==> src/design/camel_to_snake_case_stream_macros.svh <==
// ----------------------------------------------------------------------------
// camel_to_snake_case_stream_macros
// assertion macros for the stream converter, used by ctsc_emit
// ----------------------------------------------------------------------------
`ifndef CAMEL_TO_SNAKE_CASE_STREAM_MACROS_SVH
`define CAMEL_TO_SNAKE_CASE_STREAM_MACROS_SVH

// condition on this edge implies consequence on this edge
`define CTSC_ASSERT_NOW(name, clk, rst, ante, cons) \
   name: assert property (@(posedge clk) disable iff (rst) (ante) |-> (cons)) \
      else $error("ctsc assertion failed");

// condition on this edge implies consequence on the next edge
`define CTSC_ASSERT_NEXT(name, clk, rst, ante, cons) \
   name: assert property (@(posedge clk) disable iff (rst) (ante) |=> (cons)) \
      else $error("ctsc assertion failed");

`endif

==> src/design/ctsc_pkg.sv <==
// ----------------------------------------------------------------------------
// ctsc_pkg
// types and character constants of the camel to snake case stream converter
// ----------------------------------------------------------------------------
package ctsc_pkg;

   localparam int unsigned MaxResults = 4;

   localparam logic [7:0] CaseOffset = 8'd32;
   localparam logic [7:0] ChDash     = 8'h2d;
   localparam logic [7:0] ChColon    = 8'h3a;
   localparam logic [7:0] ChSlash    = 8'h2f;
   localparam logic [7:0] ChUnder    = 8'h5f;
   localparam logic [7:0] ChUpperA   = 8'h41;
   localparam logic [7:0] ChUpperZ   = 8'h5a;
   localparam logic [7:0] ChLowerA   = 8'h61;
   localparam logic [7:0] ChLowerZ   = 8'h7a;
   localparam logic [7:0] ChDigit0   = 8'h30;
   localparam logic [7:0] ChDigit9   = 8'h39;

   typedef struct packed {
      logic [7:0] in_byte;
      logic       string_last;
   } req_type;

   typedef struct packed {
      logic [7:0] out_byte;
      logic       run_end;
      logic       string_end;
   } rsp_type;

   // all result bytes of one item
   typedef struct packed {
      logic [MaxResults-1:0][7:0] bytes;
      logic [2:0]                 count;
      logic                       string_last;
   } bundle_type;

endpackage

==> src/design/ctsc_convert.sv <==
// ----------------------------------------------------------------------------
// ctsc_convert
// input register, lookahead state and the byte conversion of one item
// ----------------------------------------------------------------------------
module ctsc_convert (
   input  logic                clock,
   input  logic                reset,
   input  logic                req_valid,
   output logic                req_stall,
   input  ctsc_pkg::req_type   req_data,
   output logic                bundle_valid,
   input  logic                bundle_ready,
   output ctsc_pkg::bundle_type bundle
);

   typedef enum logic [2:0] {
      KIND_NONE  = 3'd0,
      KIND_LOWER = 3'd1,
      KIND_UPPER = 3'd2,
      KIND_DIGIT = 3'd3,
      KIND_OTHER = 3'd4
   } kind_type;

   typedef struct packed {
      logic [1:0][7:0] bytes;
      logic [1:0]      count;
      kind_type        kind;
   } conv_type;

   function automatic conv_type conv_byte(input logic [7:0] c, input logic has_next,
                                          input logic [7:0] nx, input kind_type prev);
      conv_type r;
      logic     next_lower;
      logic     sep;
      r          = '0;
      next_lower = has_next && nx >= ctsc_pkg::ChLowerA && nx <= ctsc_pkg::ChLowerZ;
      sep        = prev == KIND_LOWER || prev == KIND_DIGIT ||
                   (prev == KIND_UPPER && next_lower);
      r.count    = 2'd1;
      r.bytes[0] = c;
      r.kind     = KIND_OTHER;
      if (c >= ctsc_pkg::ChUpperA && c <= ctsc_pkg::ChUpperZ) begin
         r.kind = KIND_UPPER;
         if (sep) begin
            r.bytes[0] = ctsc_pkg::ChUnder;
            r.bytes[1] = c + ctsc_pkg::CaseOffset;
            r.count    = 2'd2;
         end else begin
            r.bytes[0] = c + ctsc_pkg::CaseOffset;
         end
      end else if (c == ctsc_pkg::ChDash) begin
         r.bytes[0] = ctsc_pkg::ChUnder;
      end else if (c >= ctsc_pkg::ChLowerA && c <= ctsc_pkg::ChLowerZ) begin
         r.kind = KIND_LOWER;
      end else if (c >= ctsc_pkg::ChDigit0 && c <= ctsc_pkg::ChDigit9) begin
         r.kind = KIND_DIGIT;
      end
      return r;
   endfunction

   logic              item_valid_ff;
   ctsc_pkg::req_type item_ff;
   logic              held_valid_ff, held_valid_in;
   logic [7:0]        held_byte_ff, held_byte_in;
   kind_type          kind_ff, kind_in;

   conv_type          first;
   conv_type          second;
   kind_type          mid_kind;
   logic              cur_pending;
   logic              advance;

   always_comb begin
      first       = '0;
      mid_kind    = kind_ff;
      cur_pending = 1'b1;
      if (held_valid_ff) begin
         if (held_byte_ff == ctsc_pkg::ChColon && item_ff.in_byte == ctsc_pkg::ChColon) begin
            first.bytes[0] = ctsc_pkg::ChSlash;
            first.count    = 2'd1;
            first.kind     = KIND_OTHER;
            cur_pending    = 1'b0;
         end else begin
            first = conv_byte(held_byte_ff, 1'b1, item_ff.in_byte, kind_ff);
         end
         mid_kind = first.kind;
      end
      second = '0;
      if (cur_pending && item_ff.string_last) begin
         second = conv_byte(item_ff.in_byte, 1'b0, 8'd0, mid_kind);
      end
   end

   always_comb begin
      bundle             = '0;
      bundle.string_last = item_ff.string_last;
      bundle.count       = {1'b0, first.count} + {1'b0, second.count};
      case (first.count)
         2'd0: begin
            bundle.bytes[0] = second.bytes[0];
            bundle.bytes[1] = second.bytes[1];
         end
         2'd1: begin
            bundle.bytes[0] = first.bytes[0];
            bundle.bytes[1] = second.bytes[0];
            bundle.bytes[2] = second.bytes[1];
         end
         default: begin
            bundle.bytes[0] = first.bytes[0];
            bundle.bytes[1] = first.bytes[1];
            bundle.bytes[2] = second.bytes[0];
            bundle.bytes[3] = second.bytes[1];
         end
      endcase
   end

   assign bundle_valid = item_valid_ff && bundle.count != 3'd0;
   assign advance      = item_valid_ff && (bundle.count == 3'd0 || bundle_ready);
   assign req_stall    = item_valid_ff && !advance;

   always_comb begin
      held_valid_in = held_valid_ff;
      held_byte_in  = held_byte_ff;
      kind_in       = kind_ff;
      if (advance) begin
         if (item_ff.string_last) begin
            held_valid_in = 1'b0;
            held_byte_in  = 8'd0;
            kind_in       = KIND_NONE;
         end else begin
            held_valid_in = cur_pending;
            held_byte_in  = cur_pending ? item_ff.in_byte : 8'd0;
            kind_in       = mid_kind;
         end
      end
   end

   always_ff @(posedge clock) begin
      if (reset) begin
         item_valid_ff <= 1'b0;
         held_valid_ff <= 1'b0;
         held_byte_ff  <= 8'd0;
         kind_ff       <= KIND_NONE;
      end else begin
         held_valid_ff <= held_valid_in;
         held_byte_ff  <= held_byte_in;
         kind_ff       <= kind_in;
         if (!req_stall) begin
            item_valid_ff <= req_valid;
         end
      end
   end

   always_ff @(posedge clock) begin
      if (!req_stall) begin
         item_ff <= req_data;
      end
   end

endmodule

==> src/design/ctsc_emit.sv <==
// ----------------------------------------------------------------------------
// ctsc_emit
// result register that hands out the bytes of one item, one per cycle while rsp_stall is low
// ----------------------------------------------------------------------------
`include "camel_to_snake_case_stream_macros.svh"

module ctsc_emit (
   input  logic                 clock,
   input  logic                 reset,
   input  logic                 bundle_valid,
   output logic                 bundle_ready,
   input  ctsc_pkg::bundle_type bundle,
   output logic                 rsp_valid,
   input  logic                 rsp_stall,
   output ctsc_pkg::rsp_type    rsp_data
);

   ctsc_pkg::bundle_type bundle_ff;
   logic                 busy_ff;
   logic [1:0]           idx_ff;
   logic                 last_beat;
   logic [2:0]           last_idx;

   assign last_idx     = bundle_ff.count - 3'd1;
   assign last_beat    = busy_ff && idx_ff == last_idx[1:0];
   assign bundle_ready = !busy_ff || (last_beat && !rsp_stall);

   assign rsp_valid           = busy_ff;
   assign rsp_data.out_byte   = bundle_ff.bytes[idx_ff];
   assign rsp_data.run_end    = last_beat;
   assign rsp_data.string_end = last_beat && bundle_ff.string_last;

   always_ff @(posedge clock) begin
      if (reset) begin
         busy_ff <= 1'b0;
         idx_ff  <= 2'd0;
      end else if (bundle_valid && bundle_ready) begin
         busy_ff <= 1'b1;
         idx_ff  <= 2'd0;
      end else if (busy_ff && !rsp_stall) begin
         if (last_beat) begin
            busy_ff <= 1'b0;
         end else begin
            idx_ff <= idx_ff + 2'd1;
         end
      end
   end

   always_ff @(posedge clock) begin
      if (bundle_valid && bundle_ready) begin
         bundle_ff <= bundle;
      end
   end

   `CTSC_ASSERT_NOW(a_busy_nonempty, clock, reset, busy_ff, bundle_ff.count != 3'd0 && bundle_ff.count <= 3'd4)
   `CTSC_ASSERT_NOW(a_idx_in_range, clock, reset, busy_ff, {1'b0, idx_ff} < bundle_ff.count)
   `CTSC_ASSERT_NEXT(a_stall_keeps_beat, clock, reset, busy_ff && rsp_stall, busy_ff && $stable(idx_ff))
   `CTSC_ASSERT_NEXT(a_beat_steps, clock, reset, busy_ff && !rsp_stall && !last_beat, busy_ff && idx_ff == $past(idx_ff) + 2'd1)

endmodule

==> src/design/camel_to_snake_case_stream.sv <==
// ----------------------------------------------------------------------------
// camel_to_snake_case_stream
// streaming rewrite of camel case identifiers into snake case
// ----------------------------------------------------------------------------
// req channel: one item per identifier byte, string_last marks the final byte.
// rsp channel: converted bytes; run_end marks the last byte caused by an
// item and string_end the final byte of the converted string.
// a byte that is not last of its string is held one item as lookahead, so
// its output leaves together with the next item's; such an item itself can
// give no result at all.
// an accepted item is held in the input register; its results then move to the
// result register, which sends one byte per cycle while rsp_stall is low.
// an item gives 0 to 4 result bytes. a new item is taken in the cycle the last
// byte of the previous one leaves.
// reset clears the lookahead and the previous character kind; pending
// results are dropped. while rsp_stall is high the shown byte holds and the
// input register fills, after which req_stall rises.
// ----------------------------------------------------------------------------
module camel_to_snake_case_stream (
   input  logic              clock,
   input  logic              reset,
   input  logic              req_valid,
   output logic              req_stall,
   input  ctsc_pkg::req_type req_data,
   output logic              rsp_valid,
   input  logic              rsp_stall,
   output ctsc_pkg::rsp_type rsp_data
);

   logic                 bundle_valid;
   logic                 bundle_ready;
   ctsc_pkg::bundle_type bundle;

   ctsc_convert u_convert (
      .clock        (clock),
      .reset        (reset),
      .req_valid    (req_valid),
      .req_stall    (req_stall),
      .req_data     (req_data),
      .bundle_valid (bundle_valid),
      .bundle_ready (bundle_ready),
      .bundle       (bundle)
   );

   ctsc_emit u_emit (
      .clock        (clock),
      .reset        (reset),
      .bundle_valid (bundle_valid),
      .bundle_ready (bundle_ready),
      .bundle       (bundle),
      .rsp_valid    (rsp_valid),
      .rsp_stall    (rsp_stall),
      .rsp_data     (rsp_data)
   );

endmodule

==> config.mk <==
export PLATFORM = sky130hd
export DESIGN_NAME = camel_to_snake_case_stream
export DESIGN_NICKNAME = d
export VERILOG_FILES = /design/src/design/ctsc_pkg.sv /design/src/design/ctsc_convert.sv /design/src/design/ctsc_emit.sv /design/src/design/camel_to_snake_case_stream.sv
export VERILOG_INCLUDE_DIRS = /design/src /design/src/design
export SDC_FILE = /design/constraint.sdc
export NUM_CORES = 1
export LEC_CHECK = 0
export BUFFER_PORTS_ARGS = -buffer_cell sky130_fd_sc_hd__buf_2
export CORE_AREA = 2 2 78 80
export DETAILED_ROUTE_END_ITERATION = 8
export DIE_AREA = 0 0 80 82
export HOLD_SLACK_MARGIN = 0.05
export PLACE_DENSITY_LB_ADDON = 0.25
export SLEW_MARGIN = 20
export SYNTH_ARGS = -nofsm -noshare
export SYNTH_HDL_FRONTEND = slang
export SYNTH_HIERARCHICAL = 1
export SYNTH_SLANG_ARGS = --single-unit
==> constraint.sdc <==
create_clock -name clock -period 4.8 [get_ports clock]
set_input_delay 0.48 -clock clock [delete_from_list [all_inputs] [get_ports clock]]
set_output_delay 0.48 -clock clock [all_outputs]
set_load 0.005 [all_outputs]
==> results.md <==
- #FFs+latches synth: 60
- Gr usage total: between 20% and 30%
- Crit-path cells: ha_1 -> nor3b_1 -> o31ai_1 -> a2bb2oi_2 -> nor2_1 -> nor2_1 -> ha_1 -> inv_1 -> fa_1 -> inv_1 -> nor3_1 -> nor2b_1 -> nor2b_1 -> buf_2
- Adder-cell share of the synthesized area: between 2 and 2.5%
- Worst Skew: 0.0114 ns
- Slew Limit Headroom: between 40% and 50%
- Drt first-iter violations: 270
- Dpl cells: 397
- Leading cell type in the layout, fill and taps excluded: edfxtp_1
- RSZ-0062 raised after global routing: false
- Sum Neg Setup Slack: 0 ns
- IO Pins: 25
- Worst path buffer plus inverter count: 3
- Req. time, crit path: 4.32 ns
- DRC: 0
- Top-area cell type share of the netlist area: roughly two fifths
- Max-slew violations: 0
- Crit path DAT: slightly above 4 ns
- Clock transition at path regs: 0.06 ns
- Largest net degree at the start of global routing: 35
- Fin. Hold Viols: 0
- Total Die Area: between 0.006 and 0.007 mm2
- Sequential share of the synthesized area: between 40% and 50%
- Mux contribution to synthesized area: approximately 5.9%
- Final worst-path cycle share: ~94%
- Area leader, netlist: edfxtp_1
- Hold_buf cts: 0
- Ys Warns: 6
- Total congestion overflow: 0
- Max Freq: around 220 MHz
- Routability Congestion: between 0.9 and 1
- Main combinational cell family by area after synthesis: compound AO/OA/AOI/OAI gates
- Post-synth ARST share: 0%
- First-pass GRT wire length: between 10000 and 15000 um
- CP Launch Type: flip-flop
- Layout cell share with drive strength beyond 1: approximately a fifth
- WL/cell: between 15 and 20 um
- Vias per inst: ~6.2
- TritonRoute pass-1 iters: 5
- Post-synthesis compound-gate area fraction: ~19%
- EDFF count, synth: 44
- Post-synthesis xor/xnor area fraction: less than 1%
- Crit path max fanout: 7
- Delay-heaviest family, CP: simple AND/OR/NAND/NOR gates
- HPWL after DPL: a little under 6000 um
- WL final: about 8000 um
- Netlist Area Pre-Place: around 0.0033 mm2
- Design Area, Final: about 0.0037 mm2
- Clock buffer depth: 2
- Ranking of synthesized cells by area: edfxtp_1 40%, dfxtp_1 9.6%, mux4_2 5.4%
- Vias in the first global route: roughly 2500
- Most frequent cells in the layout: 44 x edfxtp_1, 31 x nor2_1, 24 x buf_2
- Clock Tree Root: clkbuf_8
- Library cells used by synthesis: 59
- Crit end category: output pin
- Die Wd: around 80 um
- Type of the worst setup path: flip-flop to output pin
- CP peak stage delay: 0.58 ns
- Post-DP Area: 0.00346 mm2
- Buffers on Ports: 24
- Vias: between 2000 and 3000
- Flop2flop setup slack: ~0.55 ns
- Slowest stage cell, crit path: o31ai_1
- Post-route ant nets: 0
- Final Setup Violations: 0
- Initial antenna violation count: 0
- Fillcell total: roughly 500
- Skew-Pair Late Insertion Delay: approximately 0.35 ns
- Row cnt: 28
- Simple-gate share of the synthesized area: 16.1%
- Final min period: roughly 4.5 ns
- Syn Area/Cell: 10.7 um2
- Leakage power: 0.00131 uW
- Clk sink count: 60
- Status: complete, no violations
- Htree depth: 3
- Core area: about 0.0057 mm2
- Slew @ Worst Pin: 0.867 ns
- PwrDens: approximately 340 mW/mm2
- CTS Buf Count: 9
- Final Non-Filler Cells: 413
- Top FF cell, synth: edfxtp_1
- Chip height: roughly 80 um
- Gate Count Post-Synth: 310
- CTS tree: done
- Antenna cells: 0
- Hold Path Class: input pin to flip-flop
- Max cap viols: 0
- Final #Nets: 351
- Layout Area Growth over Synthesis: 11.8%
- Max VDD drop: 0.240 mV
- Starting Density: 57.8%
synth_stat cells, types with 6 or more instances:
cell and n:
a21oi_1 20, buf_4 11, nor3_1 12, nor2_1 31, nor2b_1 6, mux4_2 8, a22oi_1 9, o21ai_0 14
clkbuf_1 10, nand3_1 9, edfxtp_1 44, dfxtp_1 16, nand2_1 14, inv_1 20
registers in the layout, summed over array words and instances, names as in the netlist:
name,cells
u_convert/bundle,1
u_emit/bundle_ff,35
u_emit/idx_ff,2
u_convert/item_ff,8
u_convert/kind_ff,3
u_convert/held_byte_ff,8
u_emit/rsp_valid,1
u_convert/item_valid_ff,1
u_convert/held_valid_ff,1
logic make-up (layout without fill, tap and decap cells):
| family | Yosys count | after routing |
|---|---|---|
| flip-flops | 60 | 60 |
| AO/OA/AOI/OAI | 89 | 89 |
| buffers and inverters | 45 | 66 |
| adder cells (fa/ha/maj) | 5 | 5 |
| AND/OR/NAND/NOR | 99 | 99 |
| multiplexers | 9 | 9 |
| XOR/XNOR | 2 | 2 |
| other | 1 | 8 |
per-stage QoR:
stage,power [uW],hold WS (ns),setup slack (ns),util [%]
final,1250,0.312,0.271,64.6
after global placement,717,0.537,0.360,60.3
after CTS,1260,0.303,0.110,64.5
after floorplan,684,0.484,0.795,-
after detailed placement,719,0.534,0.418,60.3
after global routing,1290,0.307,0.0608,64.6
metal layers:
layer | GRT usage, % | up-vias | share of wire [%] | routed length [um]
met5 | 0 | - | 0 | 0
met4 | 13.4 | 0 | 2.7 | 207
met3 | 4.84 | 22 | 6.5 | 507
met2 | 41.2 | 118 | 47 | 3670
met1 | 33.7 | 1227 | 44 | 3420
li1 | - | 1207 | - | -
path summary, 6_finish.rpt:
kind	from	endpoint	depth (start not counted)
worst min-delay path	req_data[2]	u_convert/item_ff[2]$_DFFE_PN_	1
worst max-delay path	u_convert/item_ff[6]$_DFFE_PN_	req_stall	14
worst max register to register	u_convert/item_ff[6]$_DFFE_PN_	u_convert/held_byte_ff[1]$_SDFFE_PP0P_	16
worst min register to register	u_convert/kind_ff[1]$_SDFFE_PP0P_	u_convert/kind_ff[1]$_SDFFE_PP0P_	2
power breakdown:
| group | internal, uW | switching (uW) |
|---|---|---|
| registers | 580 | 27.6 |
| logic | 45.3 | 56.7 |
| clock network | 343 | 200 |
final cells by class:
class                   instances  area (um2)  area share [%]
inverters                      20        75.1            2.02
clock inverters                 7         115            3.10
well taps                      75        93.8            2.53
flip-flops and latches         60        1640            44.2
repair buffers                 30         165            4.45
clock buffers                   9         124            3.34
multi-input cells             212        1500            40.3
timing repair:
| action | 4_1_cts | 5_1_grt |
|---|---|---|
| setup endpoints to repair | 0 | 1 |
| gates resized for setup | 0 | 1 |
| setup buffers | 0 | 0 |
No activity file was read; power rests on OpenSTA's default activity.
